$ cat src/hw/rtl/utf8_byte_sanitizer_defines.svh
// Assertion macros shared by the sanitizer RTL.
`ifndef UTF8_BYTE_SANITIZER_DEFINES_SVH
`define UTF8_BYTE_SANITIZER_DEFINES_SVH

// Invariant checked on every clock edge outside reset.
`define UBS_ASSERT_ALWAYS(lbl, expr, msg) \
  lbl: assert property (@(posedge clk) disable iff (rst) (expr)) else $error(msg);

// Implication checked in the same cycle as the antecedent.
`define UBS_ASSERT_IMPLY(lbl, ante, cons, msg) \
  lbl: assert property (@(posedge clk) disable iff (rst) (ante) |-> (cons)) else $error(msg);

`endif

$ cat src/hw/rtl/ubs_pkg.sv
// Types and constants of the UTF-8 byte sanitizer.
package ubs_pkg;

  localparam logic [7:0] SUB_BYTE   = 8'h3F;  // '?'
  localparam logic [7:0] NUL_BYTE   = 8'h00;
  localparam logic [7:0] ASCII_LIM  = 8'h80;
  localparam logic [7:0] CONT_MASK  = 8'hC0;
  localparam logic [7:0] CONT_TAG   = 8'h80;
  localparam logic [7:0] LEAD2_MASK = 8'hE0;
  localparam logic [7:0] LEAD2_TAG  = 8'hC0;
  localparam logic [7:0] LEAD3_MASK = 8'hF0;
  localparam logic [7:0] LEAD3_TAG  = 8'hE0;
  localparam logic [7:0] LEAD4_MASK = 8'hF8;
  localparam logic [7:0] LEAD4_TAG  = 8'hF0;

  // Sequence length codes
  localparam logic [2:0] LEN_BAD = 3'd0;
  localparam logic [2:0] LEN_ONE = 3'd1;

  // Up to four output bytes produced by one input beat
  typedef struct packed {
    logic [3:0][7:0] data;
    logic [2:0]      cnt;
    logic            last;
  } grp_t;

  function automatic logic [2:0] seq_len(input logic [7:0] c);
    logic [2:0] len;
    if (c < ASCII_LIM)                     len = LEN_ONE;
    else if ((c & LEAD2_MASK) == LEAD2_TAG) len = 3'd2;
    else if ((c & LEAD3_MASK) == LEAD3_TAG) len = 3'd3;
    else if ((c & LEAD4_MASK) == LEAD4_TAG) len = 3'd4;
    else                                    len = LEN_BAD;
    return len;
  endfunction

  function automatic logic is_cont(input logic [7:0] c);
    return (c & CONT_MASK) == CONT_TAG;
  endfunction

endpackage

$ cat src/hw/rtl/utf8_byte_sanitizer.sv
// Top level of the streaming UTF-8 byte sanitiser.
//
//  channel | signals                        | beat carries
//  --------+--------------------------------+-------------------------------
//  in      | in_valid, in_ready             | in_byte, in_last (raw byte)
//  out     | out_valid, out_ready           | out_byte, out_last (clean byte)
//
// One byte is taken per cycle while the group queue has room; one byte leaves
// per cycle while out_ready is high and a group is loaded. A byte inside an open
// multi-byte window is held until the window is judged; a completed group is
// queued and then registered in the output stage; a lead waits up to three further beats.
// Reset (rst, synchronous) empties the window, queue and output stage.
// in_ready drops only when QUEUE_DEPTH groups wait in the queue.
module utf8_byte_sanitizer #(
  parameter int QUEUE_DEPTH = 8  // groups buffered between front and back
) (
  input  logic       clk,
  input  logic       rst,
  input  logic       in_valid,
  output logic       in_ready,
  input  logic [7:0] in_byte,
  input  logic       in_last,
  output logic       out_valid,
  input  logic       out_ready,
  output logic [7:0] out_byte,
  output logic       out_last
);

  // front end -> queue
  logic          push;
  ubs_pkg::grp_t push_grp;
  logic          q_full;

  // queue -> back end
  logic          pop;
  logic          q_empty;
  ubs_pkg::grp_t head;

  // Scanner: classifies each beat against the held window and emits the
  // resolved bytes of that beat as one group (nothing if every byte is still held).
  ubs_front u_front (
    .clk      (clk),
    .rst      (rst),
    .in_valid (in_valid),
    .in_ready (in_ready),
    .in_byte  (in_byte),
    .in_last  (in_last),
    .q_full   (q_full),
    .push     (push),
    .push_grp (push_grp)
  );

  // Decouples bursts of up to four bytes from the one-per-cycle output (while out_ready is high).
  ubs_queue #(
    .DEPTH (QUEUE_DEPTH)
  ) u_queue (
    .clk      (clk),
    .rst      (rst),
    .push     (push),
    .push_grp (push_grp),
    .full     (q_full),
    .pop      (pop),
    .empty    (q_empty),
    .head     (head)
  );

  // Serialiser: registered group, one byte per beat, next group loaded on
  // the final beat so back-to-back groups leave without a gap.
  ubs_back u_back (
    .clk       (clk),
    .rst       (rst),
    .q_empty   (q_empty),
    .head      (head),
    .pop       (pop),
    .out_valid (out_valid),
    .out_ready (out_ready),
    .out_byte  (out_byte),
    .out_last  (out_last)
  );

endmodule

$ cat src/hw/rtl/ubs_front.sv
// Front end: accepts bytes, scans the open window and forms output groups.
`include "utf8_byte_sanitizer_defines.svh"

module ubs_front (
  input  logic              clk,
  input  logic              rst,
  input  logic              in_valid,
  output logic              in_ready,
  input  logic [7:0]        in_byte,
  input  logic              in_last,
  input  logic              q_full,
  output logic              push,
  output ubs_pkg::grp_t     push_grp
);

  // held bytes of an open window (lead first), no reset needed
  logic [7:0] held [3];
  logic [7:0] held_next [3];
  logic [1:0] held_cnt;
  logic [1:0] held_cnt_next;
  logic       past_term;
  logic       past_term_next;

  logic [7:0] s [4];
  logic [2:0] seq_n;
  logic [2:0] pos;
  logic [2:0] len;
  logic [2:0] idx;
  logic [2:0] hidx;
  logic       stop;
  logic       ok;
  logic [3:0] sub_scan;
  logic [3:0] sub;
  logic [2:0] k;
  logic       is_nul;
  logic       keep;
  logic       accept;

  assign in_ready = !q_full;
  assign accept   = in_valid && in_ready;
  assign is_nul   = in_byte == ubs_pkg::NUL_BYTE;

  // held bytes followed by the new one
  always_comb begin
    for (int j = 0; j < 3; j++) begin
      s[j] = (2'(j) == held_cnt) ? in_byte : held[j];
    end
    s[3]  = in_byte;
    seq_n = {1'b0, held_cnt} + 3'd1;
  end

  // rescanning scanner: each pass consumes one byte or one whole sequence, or stops at an open window
  always_comb begin
    pos      = 3'd0;
    stop     = 1'b0;
    sub_scan = 4'b0;
    len      = ubs_pkg::LEN_BAD;
    ok       = 1'b0;
    idx      = 3'd0;
    for (int it = 0; it < 4; it++) begin
      if (!stop && pos < seq_n) begin
        len = ubs_pkg::seq_len(s[pos[1:0]]);
        if (len == ubs_pkg::LEN_ONE) begin
          pos = pos + 3'd1;
        end else if (len == ubs_pkg::LEN_BAD) begin
          sub_scan[pos[1:0]] = 1'b1;
          pos = pos + 3'd1;
        end else if (pos + len > seq_n) begin
          stop = 1'b1;  // window still open
        end else begin
          ok = 1'b1;
          for (int j = 1; j < 4; j++) begin
            idx = pos + 3'(j);
            if (3'(j) < len && !ubs_pkg::is_cont(s[idx[1:0]])) begin
              ok = 1'b0;
            end
          end
          if (ok) begin
            pos = pos + len;
          end else begin
            sub_scan[pos[1:0]] = 1'b1;  // lead only, rest rescanned
            pos = pos + 3'd1;
          end
        end
      end
    end
  end

  always_comb begin
    if (past_term) begin
      k   = 3'd1;
      sub = 4'b0;
    end else if (is_nul) begin
      k = seq_n;
      for (int j = 0; j < 4; j++) begin
        sub[j] = 3'(j) < {1'b0, held_cnt};
      end
    end else if (in_last) begin
      k = seq_n;
      for (int j = 0; j < 4; j++) begin
        sub[j] = sub_scan[j] || (3'(j) >= pos);
      end
    end else begin
      k   = pos;
      sub = sub_scan;
    end
    for (int j = 0; j < 4; j++) begin
      push_grp.data[j] = sub[j] ? ubs_pkg::SUB_BYTE : s[j];
    end
    push_grp.cnt  = k;
    push_grp.last = in_last;
    push          = accept && (k != 3'd0);
  end

  always_comb begin
    keep          = !past_term && !is_nul && !in_last;
    held_cnt_next = keep ? 2'(seq_n - pos) : 2'd0;
    for (int j = 0; j < 3; j++) begin
      hidx         = pos + 3'(j);
      held_next[j] = s[hidx[1:0]];
    end
    if (in_last) begin
      past_term_next = 1'b0;
    end else if (is_nul) begin
      past_term_next = 1'b1;
    end else begin
      past_term_next = past_term;
    end
  end

  always_ff @(posedge clk) begin
    if (rst) begin
      held_cnt  <= 2'd0;
      past_term <= 1'b0;
    end else if (accept) begin
      held_cnt  <= held_cnt_next;
      past_term <= past_term_next;
    end
  end

  always_ff @(posedge clk) begin
    if (accept) begin
      for (int j = 0; j < 3; j++) begin
        held[j] <= held_next[j];
      end
    end
  end

  `UBS_ASSERT_ALWAYS(a_term_no_window, !past_term || held_cnt == 2'd0, "window open past terminator")
  `UBS_ASSERT_IMPLY(a_last_emits, accept && in_last, push, "last beat produced no output")
  `UBS_ASSERT_IMPLY(a_nul_flush, accept && !past_term && is_nul, push_grp.cnt == seq_n, "NUL did not flush window")

endmodule

$ cat src/hw/rtl/ubs_queue.sv
// Small group queue between front end and serialiser.
module ubs_queue #(
  parameter int DEPTH = 4
) (
  input  logic          clk,
  input  logic          rst,
  input  logic          push,
  input  ubs_pkg::grp_t push_grp,
  output logic          full,
  input  logic          pop,
  output logic          empty,
  output ubs_pkg::grp_t head
);

  localparam int PW = (DEPTH > 1) ? $clog2(DEPTH) : 1;
  localparam int CW = $clog2(DEPTH + 1);

  ubs_pkg::grp_t  mem [DEPTH];
  logic [PW-1:0]  wr_ptr;
  logic [PW-1:0]  rd_ptr;
  logic [CW-1:0]  count;

  assign full  = count == CW'(DEPTH);
  assign empty = count == '0;
  assign head  = mem[rd_ptr];

  always_ff @(posedge clk) begin
    if (rst) begin
      wr_ptr <= '0;
      rd_ptr <= '0;
      count  <= '0;
    end else begin
      if (push) begin
        wr_ptr <= (wr_ptr == PW'(DEPTH - 1)) ? '0 : wr_ptr + 1'b1;
      end
      if (pop) begin
        rd_ptr <= (rd_ptr == PW'(DEPTH - 1)) ? '0 : rd_ptr + 1'b1;
      end
      case ({push, pop})
        2'b10:   count <= count + 1'b1;
        2'b01:   count <= count - 1'b1;
        default: count <= count;
      endcase
    end
  end

  always_ff @(posedge clk) begin
    if (push) begin
      mem[wr_ptr] <= push_grp;
    end
  end

endmodule

$ cat src/hw/rtl/ubs_back.sv
// Back end: serialises queued groups, one byte per beat.
`include "utf8_byte_sanitizer_defines.svh"

module ubs_back (
  input  logic          clk,
  input  logic          rst,
  input  logic          q_empty,
  input  ubs_pkg::grp_t head,
  output logic          pop,
  output logic          out_valid,
  input  logic          out_ready,
  output logic [7:0]    out_byte,
  output logic          out_last
);

  ubs_pkg::grp_t cur;
  logic          cur_valid;
  logic [1:0]    idx;
  logic          last_beat;
  logic          fire;

  assign last_beat = ({1'b0, idx} + 3'd1) == cur.cnt;
  assign fire      = cur_valid && out_ready;
  assign pop       = !q_empty && (!cur_valid || (fire && last_beat));

  assign out_valid = cur_valid;
  assign out_byte  = cur.data[idx];
  assign out_last  = cur.last && last_beat;

  always_ff @(posedge clk) begin
    if (rst) begin
      cur_valid <= 1'b0;
      idx       <= 2'd0;
    end else if (pop) begin
      cur_valid <= 1'b1;
      idx       <= 2'd0;
    end else if (fire) begin
      if (last_beat) begin
        cur_valid <= 1'b0;
      end else begin
        idx <= idx + 2'd1;
      end
    end
  end

  always_ff @(posedge clk) begin
    if (pop) begin
      cur <= head;
    end
  end

  `UBS_ASSERT_IMPLY(a_grp_nonempty, cur_valid, cur.cnt != 3'd0, "empty group loaded")
  `UBS_ASSERT_IMPLY(a_idx_in_grp, cur_valid, {1'b0, idx} < cur.cnt, "byte index past group end")

endmodule
$ cat config.mk
export PLATFORM = sky130hd
export DESIGN_NAME = utf8_byte_sanitizer
export DESIGN_NICKNAME = d
export VERILOG_FILES = /design/src/hw/rtl/ubs_pkg.sv /design/src/hw/rtl/utf8_byte_sanitizer.sv /design/src/hw/rtl/ubs_front.sv /design/src/hw/rtl/ubs_queue.sv /design/src/hw/rtl/ubs_back.sv
export VERILOG_INCLUDE_DIRS = /design/src /design/src/hw/rtl
export SDC_FILE = /design/constraint.sdc
export NUM_CORES = 1
export LEC_CHECK = 0
export ABC_AREA = 1
export BUFFER_PORTS_ARGS = -buffer_cell sky130_fd_sc_hd__buf_2
export CAP_MARGIN = 20
export CORE_MARGIN = 2
export CORE_UTILIZATION = 40
export DETAILED_ROUTE_END_ITERATION = 8
export GPL_TIMING_DRIVEN = 0
export PLACE_DENSITY = 0.61
export SLEW_MARGIN = 10
export SYNTH_ARGS = -nofsm -noshare
export SYNTH_HDL_FRONTEND = slang
export SYNTH_HIERARCHICAL = 1
export SYNTH_SLANG_ARGS = --single-unit
export TNS_END_PERCENT = 20
$ cat constraint.sdc
create_clock -name clk -period 23.6 [get_ports clk]
set_input_delay 2.36 -clock clk [delete_from_list [all_inputs] [get_ports clk]]
set_output_delay 2.36 -clock clk [all_outputs]
set_load 0.01 [all_outputs]
==> flow_metrics.tcl, run 1 <==
set metrics [dict create \
    slowest_stage "nor2_4" \
    hpwl_um 36000 \
    avgSynthCellArea_um2 10.0 \
    drt-pass1-iter-count 8 \
    fp.coreArea_mm2 0.0465 \
    cts_sinks 367 \
    cts_resized 0 \
    period_needed_ns 16.40 \
    final_hold_viol_count 0 \
    ys_warn_count 6 \
    htree_levels 2 \
    final_util 0.454 \
    worstPathMaxFanout 19 \
    wl_um 51700 \
    rsz0062_at_grt "no" \
    hold_path.class "register to register" \
    cts_hold_buf 0 \
    ys_types 55 \
    grt_usage 0.212 \
    die_w_um 221 \
    finalCritPeriodShare 0.695 \
    cp_slowest_stage_delay_ns 0.64 \
    synthArstFlopShare 0 \
    first_global_vias 13300 \
    cp-end-kind "register" \
    wl_per_cell_um 20.1 \
    start_util 0.404 \
    num-fill-cells 4375 \
    antenna_found_initial 0 \
    worstPathArrival_ns 16.63 \
    ant_nets 0 \
    slew_viol_final 0 \
    numPortBuffers 23 \
    clk_pin_slew_ns 0.06 \
    rows 79 \
    slew_headroom 0.291 \
    setup_viol 0 \
    grt_pass1_wl_um 78300 \
    fin_nets 2007 \
    cap_violations 0 \
    synth_cells 1869 \
    drive_gt1_frac 0.122 \
    clk_path_buf_depth 3 \
    cts_buffers 39 \
    fin_setup_tns_ns 0 \
    area_delta_synth_final_pct 12.4 \
    cts_tree "done" \
    die_h_um 221 \
    synth_edf_count 348 \
    status "completed" \
    final_cell_mix "nand2_1, edfxtp_1, nor2_1" \
    clock_latency_ns 0.53 \
    multiInputGateArea_mm2 0.00694 \
    layout_commonest_cell "nand2_1" \
    tightest_slew_ns 1.05 \
    crit_type "input pin to register" \
    drc 0 \
    regArea_mm2 0.0108 \
    synth_area_mm2 0.0188 \
    required_ns 23.82 \
    vias 14100 \
    place.gp.congestion 0.863 \
    diodes 0 \
    avgViaCountPerCell 5.46 \
    critical_path.startpoint_type "input pin" \
    die_area_mm2 0.0486 \
    grt_max_degree 44 \
    clock_skew_ns 0.0164 \
    syn_nets 1933 \
    fmax_mhz 61.0 \
    ys_seq_elements 367 \
    cts-root-buf "clkbuf_16" \
    synth_ff_type "edfxtp_1" \
    grt_overflow_total 0 \
    drtIter0Drc 1256 \
    io_pins 24 \
    postCtsSetupBuffers 0 \
    cpMostUsedCell "nand2_1" \
    yosysSeqAreaShare 0.577 \
]
==> logic make-up (layout without fill, tap and decap cells) <==
group | count (synthesis) | in the layout | synth area share
compound gates | 362 | 362 | 0.107
xor+xnor | 12 | 12 | 0.00600
fa+ha+maj | 51 | 51 | 0.0352
buf+inv | 206 | 307 | 0.0562
flops | 367 | 367 | 0.577
mux | 52 | 52 | 0.0277
simple gates | 819 | 819 | 0.190
==> final cells by class <==
type / instances / area share
buffer: 85 / 0.0277
clock buffer: 51 / 0.0505
clock inverter: 17 / 0.00540
inverter: 121 / 0.0223
multi-input combinational: 1296 / 0.329
sequential: 367 / 0.514
tap: 607 / 0.0360
timing repair buffer: 33 / 0.0153
==> cells in the mapped netlist, drive strengths merged, types with 7 or more instances <==
library cell / n / area [um^2]
nand3: 123 / 688
o22ai: 46 / 288
nor2: 224 / 876
clkbuf: 28 / 106
edfxtp: 348 / 10500
ha: 48 / 601
nand2: 437 / 1790
o21ai: 244 / 1250
mux2i: 52 / 521
nor3: 7 / 40.0
xnor2: 8 / 77.6
nand4: 19 / 119
buf: 57 / 478
inv: 119 / 457
dfxtp: 19 / 380
a21oi: 47 / 265
==> through the flow <==
| step | std cells | setup WS (ns) | hold slack, ns | instance area, um^2 |
|---|---|---|---|---|
| final | 2577 | 7.20 | 0.516 | 21100 |
| after global routing | 2577 | 5.77 | 0.542 | 21100 |
| after CTS | 2575 | 7.22 | 0.515 | 21000 |
| after global placement | 2499 | 4.60 | 0.485 | 19600 |
| after floorplan | 1869 | 8.49 | 0.454 | 18800 |
| after detailed placement | 2507 | 6.71 | 0.499 | 19900 |
==> registers in the layout, indices dropped and copies added (netlist names), named ones only <==
register / count
u_queue/mem: 288
u_back/cur: 36
u_front/held: 24
u_queue/count: 4
u_queue/rd_ptr: 3
u_queue/wr_ptr: 3
u_back/idx: 2
u_front/held_cnt: 2
u_back/out_valid: 1
u_front/past_term: 1
==> metal layers <==
layer / track usage / vias to the layer above / share of wire
met4: 0.0502 / 0 / 0.019
met1: 0.288 / 6850 / 0.43
met5: 0 / - / 0
li1: - / 6659 / -
met2: 0.366 / 500 / 0.49
met3: 0.0230 / 57 / 0.068
==> final timing paths <==
| kind | from | to | slack [ns] | cells past startpoint |
|---|---|---|---|---|
| min | u_queue/rd_ptr[0]$_SDFFE_PP0P_ | register | 0.52 | 1 |
| max reg2reg | u_front/held_cnt[0]$_SDFFE_PP0P_ | u_queue/mem[4][21]$_DFFE_PP_ | 7.46 | 80 |
| min reg2reg | u_queue/rd_ptr[0]$_SDFFE_PP0P_ | register | 0.52 | 1 |
| max | in_byte[3] | u_queue/mem[4][21]$_DFFE_PP_ | 7.20 | 80 |
==> critical path: cells and delay by family <==
family                     cells  cell delay [ns]
buffers and inverters         13             1.52
xor gates and xnor gates       6             1.04
and+or+nand+nor               37             5.03
adders and majority gates     10             2.87
AOI/OAI and AO/OA             14             3.75
Power of run 1 is not shown: default switching activity piles up to over one toggle a cycle in this logic, so the estimate is an artifact.
==> run 2: changes to the inputs <==
--- a/config.mk
+++ b/config.mk
@@ -6,7 +6,7 @@
 export SDC_FILE = /design/constraint.sdc
 export NUM_CORES = 1
 export LEC_CHECK = 0
-export ABC_AREA = 1
+export ABC_AREA = 0
 export BUFFER_PORTS_ARGS = -buffer_cell sky130_fd_sc_hd__buf_2
 export CAP_MARGIN = 20
 export CORE_MARGIN = 2
==> constraint.sdc (replaced) <==
create_clock -name clk -period 15.3 [get_ports clk]
set_input_delay 1.53 -clock clk [delete_from_list [all_inputs] [get_ports clk]]
set_output_delay 1.53 -clock clk [all_outputs]
set_load 0.01 [all_outputs]
==> run 2 against run 1 <==
Compared with the run above: register-to-register slack lost 6.8 ns; core utilization grew 1.9 points; setup slack lost 6.6 ns; sequential share of layout area shrank 1.1 points; routed wire length fell by 8.5%; critical path type unchanged.
==> flow_metrics.tcl, run 2 <==
set metrics [dict create \
    hold_depth 2 \
    grt_max_degree 28 \
    htree_levels 2 \
    hold_start "u_back/out_valid$_SDFFE_PP0P_" \
    cts_hold_buf 0 \
    whs_endpoint "u_back/out_valid$_SDFFE_PP0P_" \
    wl_um 47300 \
    synth_top_area_frac 0.564 \
    reg.largest.list "u_queue/mem: 288 flops, u_back/cur: 36 flops, u_front/held: 24 flops" \
    use_met1 0.265 \
    clk_pin_slew_ns 0.06 \
    clock_latency_ns 0.53 \
    clock_skew_ns 0.0157 \
    fmax_mhz 68.1 \
    rows 78 \
    cts-root-buf "clkbuf_16" \
    avgViaCountPerCell 5.84 \
    synth_ff_type "edfxtp_1" \
    wl_per_cell_um 25.0 \
    synth_cells 1151 \
    status "completed" \
    area_delta_synth_final_pct 16.2 \
    synth.most_common_cell "edfxtp_1" \
    worstPathMaxFanout 12 \
    final_hold_viol_count 0 \
    cp_slowest_stage_delay_ns 0.54 \
    clk_path_buf_depth 3 \
    vias 11000 \
    regToRegStartpoint "u_front/held_cnt[0]$_SDFFE_PP0P_" \
    met3_usage 0.0301 \
    worstPathArrival_ns 15.09 \
    crit_type "input pin to register" \
    critical_path.startpoint_type "input pin" \
    drive_gt1_frac 0.247 \
    final_cell_mix "edfxtp_1, mux4_1, mux2_2" \
    required_ns 15.71 \
    post-place-ws_ns -3.36 \
    grt_usage 0.199 \
    slowest_stage "mux4_2" \
    drt-pass1-iter-count 5 \
    fp.coreArea_mm2 0.0456 \
    numPortBuffers 21 \
    cpMostUsedCell "ha_1" \
    grt_pass1_wl_um 71000 \
    largest_reg_flops 288 \
    io_pins 24 \
    synth_top_area_cell "edfxtp_1" \
    die_area_mm2 0.0481 \
    netlist_top_cells_area "edfxtp_1, mux4_1, mux2_2, ha_1, mux4_2" \
    ys_types 102 \
    synth_common_cells "edfxtp_1, mux4_1, mux2_2" \
    cts_tree "done" \
    num-fill-cells 3902 \
    avgSynthCellArea_um2 16.1 \
    die_h_um 219 \
    slew_viol_final 0 \
    hpwl_um 31900 \
    first_global_vias 11200 \
    ys_warn_count 6 \
    die_w_um 219 \
    cp-end-kind "register" \
    synthArstFlopShare 0 \
    place.gp.congestion 0.916 \
    cts_sinks 367 \
    multiInputGateArea_mm2 0.00749 \
    fin_nets 1323 \
    synth_area_mm2 0.0185 \
    grt-busiest-layer "met2" \
    syn_nets 1215 \
    r2r_cells 71 \
    slew_headroom 0.359 \
    cap_violations 0 \
    drtIter0Drc 979 \
    tightest_slew_ns 0.958 \
    hold_path.class "register to register" \
    start_util 0.407 \
    use_met2 0.342 \
    fin_ws_ns 0.619 \
    period_needed_ns 14.68 \
    grt_overflow_total 0 \
    r2r_slack_ns 0.68 \
    finalCritPeriodShare 0.960 \
    setup_viol 0 \
    yosysSeqAreaShare 0.584 \
    drc 0 \
    ys_seq_elements 367 \
    layout_commonest_cell "edfxtp_1" \
    antenna_found_initial 1 \
    regArea_mm2 0.0108 \
    ant_nets 0 \
    cts_buffers 39 \
    largest-register "u_queue/mem" \
    rr_endpoint "u_queue/count[3]$_SDFFE_PP0P_" \
    synth_edf_count 348 \
]
run 2: cell types whose count changed after synthesis, moves of 67 or more:
cell,change
mux4_1,+80
nand3_1,-89
o21ai_1,-67
nor2_1,-161
o21ai_0,-138
nand2_1,-354
run 2: critical path, delay by kind of cell:
family,cells,cell delay [ns]
fa+ha+maj,10,2.86
mux,5,1.80
compound gates,17,3.59
simple gates,14,2.50
xor+xnor,6,1.03
buf+inv,15,1.78
run 2: metrics by stage:
stage,util,area (um^2),instances,hold slack [ns],TNS (ns)
2_1_floorplan,-,18500,1151,0.490,-88.82
3_3_place_gp,0.426,19400,1772,0.498,-2183.53
3_5_place_dp,0.432,19700,1784,0.518,-1496.37
4_1_cts,0.466,21200,1873,0.527,0
5_1_grt,0.472,21500,1890,0.568,-0.116
6_report,0.472,21500,1891,0.529,0
run 2: layer usage:
metal | up-vias | part of all wire | wire length [um]
li1 | 4943 | - | -
met1 | 5695 | 0.43 | 20500
met2 | 332 | 0.50 | 23500
met3 | 63 | 0.049 | 2310
met4 | 2 | 0.020 | 932
met5 | - | 0.00028 | 13
run 2: cell type report:
type | instances | area share
flip-flops and latches | 367 | 0.503
plain buffers | 54 | 0.0166
multi-input cells | 684 | 0.348
clock buffers | 47 | 0.0477
repair buffers | 69 | 0.0330
inverters | 44 | 0.00819
clock inverters | 25 | 0.00889
well taps | 600 | 0.0349
diodes | 1 | 0.000116
run 2: worst max-delay path by stage:
| stage | from | to | slack (ns) | cells past startpoint |
|---|---|---|---|---|
| 5_1_grt | in_byte[5] | u_queue/count[3]$_SDFFE_PP0P_ | -0.09 | 69 |
| 4_1_cts | u_front/held_cnt[0]$_SDFFE_PP0P_ | u_queue/count[3]$_SDFFE_PP0P_ | 0.003 | 74 |
| 3_3_place_gp | u_front/held_cnt[0]$_SDFFE_PP0P_ | u_queue/mem[6][21]$_DFFE_PP_ | -5.45 | 67 |
| 6_report | in_byte[6] | u_queue/count[3]$_SDFFE_PP0P_ | 0.62 | 67 |
| 3_5_place_dp | u_front/held_cnt[0]$_SDFFE_PP0P_ | u_queue/count[3]$_SDFFE_PP0P_ | -3.36 | 72 |
| 2_1_floorplan | in_byte[5] | u_queue/mem[4][0]$_DFFE_PP_ | -0.35 | 68 |
run 2: cells by family after synthesis:
kind of cell / after synthesis / synth area share
adders and majority gates: 51 / 0.0356
AOI/OAI and AO/OA: 181 / 0.0726
and+or+nand+nor: 222 / 0.0638
xor gates and xnor gates: 16 / 0.00898
DFF: 367 / 0.584
buffers and inverters: 100 / 0.0274
muxes: 214 / 0.207
run 2: what timing repair did:
| action | 4_1_cts | 5_1_grt |
|---|---|---|
| setup buffers | 18 | 16 |
| gates resized for setup | 27 | 30 |
| pin swaps | 11 | 16 |
| setup endpoints to repair | 601 | 561 |
Power of run 2 is left out for the same reason.
==> run 3: changes to the inputs <==
--- a/config.mk
+++ b/config.mk
@@ -7,7 +7,7 @@
 export NUM_CORES = 1
 export LEC_CHECK = 0
 export ABC_AREA = 0
-export BUFFER_PORTS_ARGS = -buffer_cell sky130_fd_sc_hd__buf_2
+export BUFFER_PORTS_ARGS = -buffer_cell sky130_fd_sc_hd__buf_4
 export CAP_MARGIN = 20
 export CORE_MARGIN = 2
 export CORE_UTILIZATION = 40
==> run 3 against run 2 <==
Compared with the run above: clock-buffer cell count grew 1; die area is the same; design area grew 1.3%; sequential share of layout area shrank 0.66 points; setup slack gained 0.15 ns; critical path depth grew 1; sequential cell count is the same; first-iteration DRC count grew 12%; largest cell class unchanged; highest routed layer is now met4.
==> flow_metrics.tcl, run 3 (synthesized netlist as in run 2, its figures left out) <==
set metrics [dict create \
    period_needed_ns 14.53 \
    cp-end-kind "register" \
    drive_gt1_frac 0.251 \
    finalCritPeriodShare 0.950 \
    clk_pin_slew_ns 0.06 \
    die_area_mm2 0.0481 \
    slowest_stage "mux4_2" \
    cap_violations 0 \
    crit_type "input pin to register" \
    vias 11100 \
    drt-pass1-iter-count 6 \
    cts_tree "done" \
    avgViaCountPerCell 5.88 \
    hold_path.class "register to register" \
    wl_per_cell_um 24.7 \
    placedCellCount 1789 \
    final_util 0.479 \
    grt_overflow_total 0 \
    setup_viol 0 \
    drtIter0Drc 1101 \
    reg.largest.list "u_queue/mem: 288 flops, u_back/cur: 36 flops, u_front/held: 24 flops" \
    required_ns 15.77 \
    final_hold_viol_count 0 \
    clock_latency_ns 0.55 \
    cts_sinks 367 \
    diodes 0 \
    worstPathMaxFanout 12 \
    hpwl_um 32100 \
    place.gp.congestion 0.893 \
    first_global_vias 11100 \
    grt_max_degree 28 \
    cp_slowest_stage_delay_ns 0.54 \
    wl_um 46700 \
    io_pins 24 \
    tightest_slew_ns 1.08 \
    rows 78 \
    clock_skew_ns 0.0132 \
    layout.cells.non_filler 1892 \
    largest_reg_flops 288 \
    cts_buffers 39 \
    crit_start "in_byte[6]" \
    grt_pass1_wl_um 69600 \
    regToRegStartpoint "u_front/held_cnt[0]$_SDFFE_PP0P_" \
    slew_viol_final 0 \
    die_h_um 219 \
    die_w_um 219 \
    final_cell_mix "edfxtp_1, mux4_1, mux2_2" \
    grt_usage 0.196 \
    status "completed" \
    numPortBuffers 21 \
    whs_ns 0.527 \
    place_area_mm2 0.0199 \
    critical_path.startpoint_type "input pin" \
    slew_headroom 0.274 \
    postLayoutCellArea_mm2 0.0218 \
    drc 0 \
    ant_nets 0 \
    r2r_slack_ns 0.80 \
    start_util 0.407 \
    worstPathArrival_ns 15.01 \
    fin_nets 1326 \
    cpMostUsedCell "ha_1" \
    htree_levels 2 \
    fp.coreArea_mm2 0.0456 \
    fmax_mhz 68.8 \
    area_delta_synth_final_pct 17.7 \
    num-fill-cells 3819 \
    antenna_found_initial 0 \
    cts-root-buf "clkbuf_16" \
    layout_commonest_cell "edfxtp_1" \
    clk_path_buf_depth 3 \
    largest-register "u_queue/mem" \
    hold_start "u_back/out_valid$_SDFFE_PP0P_" \
]
[run 3: changes by cell type in the layout (fill, tap and decap cells not counted), sizes merged]
cell	previous run	this run
clkinv	21	15
buf	108	112
bufinv	2	5
inv	44	46
clkinvlp	2	1
diode	1	0
[run 3: critical path: cells and delay by family]
kind                     cells  cell delay (ns)
AND/OR/NAND/NOR              9             1.89
AO/OA/AOI/OAI               24             4.67
multiplexers                 1             0.54
XOR/XNOR                     8             1.34
buffers and inverters       15             1.87
adder cells (fa/ha/maj)     11             3.16
[run 3: routing by layer]
layer	up-vias	global-route usage	share of wire
li1	4955	-	-
met3	72	0.0279	0.053
met2	352	0.329	0.49
met4	0	0.0554	0.024
met1	5755	0.267	0.44
met5	-	0	0
[run 3: final timing paths]
kind,end,cells after the start
worst max register to register,u_queue/count[2]$_SDFFE_PP0P_,72
worst min-delay path,u_back/out_valid$_SDFFE_PP0P_,2
worst max-delay path,u_queue/count[2]$_SDFFE_PP0P_,68
worst min register to register,u_back/out_valid$_SDFFE_PP0P_,2
[run 3: final cells by class]
type,count,area (um^2),share of cell area
clock buffers,48,1040,0.0476
clock inverters,23,263,0.0120
repair buffers,72,882,0.0404
inverters,44,176,0.00808
plain buffers,54,359,0.0165
flip-flops and latches,367,10800,0.496
well taps,600,751,0.0344
multi-input cells,684,7520,0.345
[run 3: per-stage QoR]
step / setup TNS [ns] / worst slack [ns]
finish: 0 / 0.767
global placement: -2197.84 / -5.42
detailed placement: -1634.44 / -3.58
CTS: 0 / 0.0113
floorplan: -88.82 / -0.355
global route: -0.0735 / -0.0435
[run 3: what timing repair did]
item | CTS | global route
setup buffers | 12 | 21
hold buffers | 0 | 0
pin swaps | 9 | 18
setup endpoints to repair | 601 | 585
resized for setup | 29 | 34
Power of run 3 is left out for the same reason.
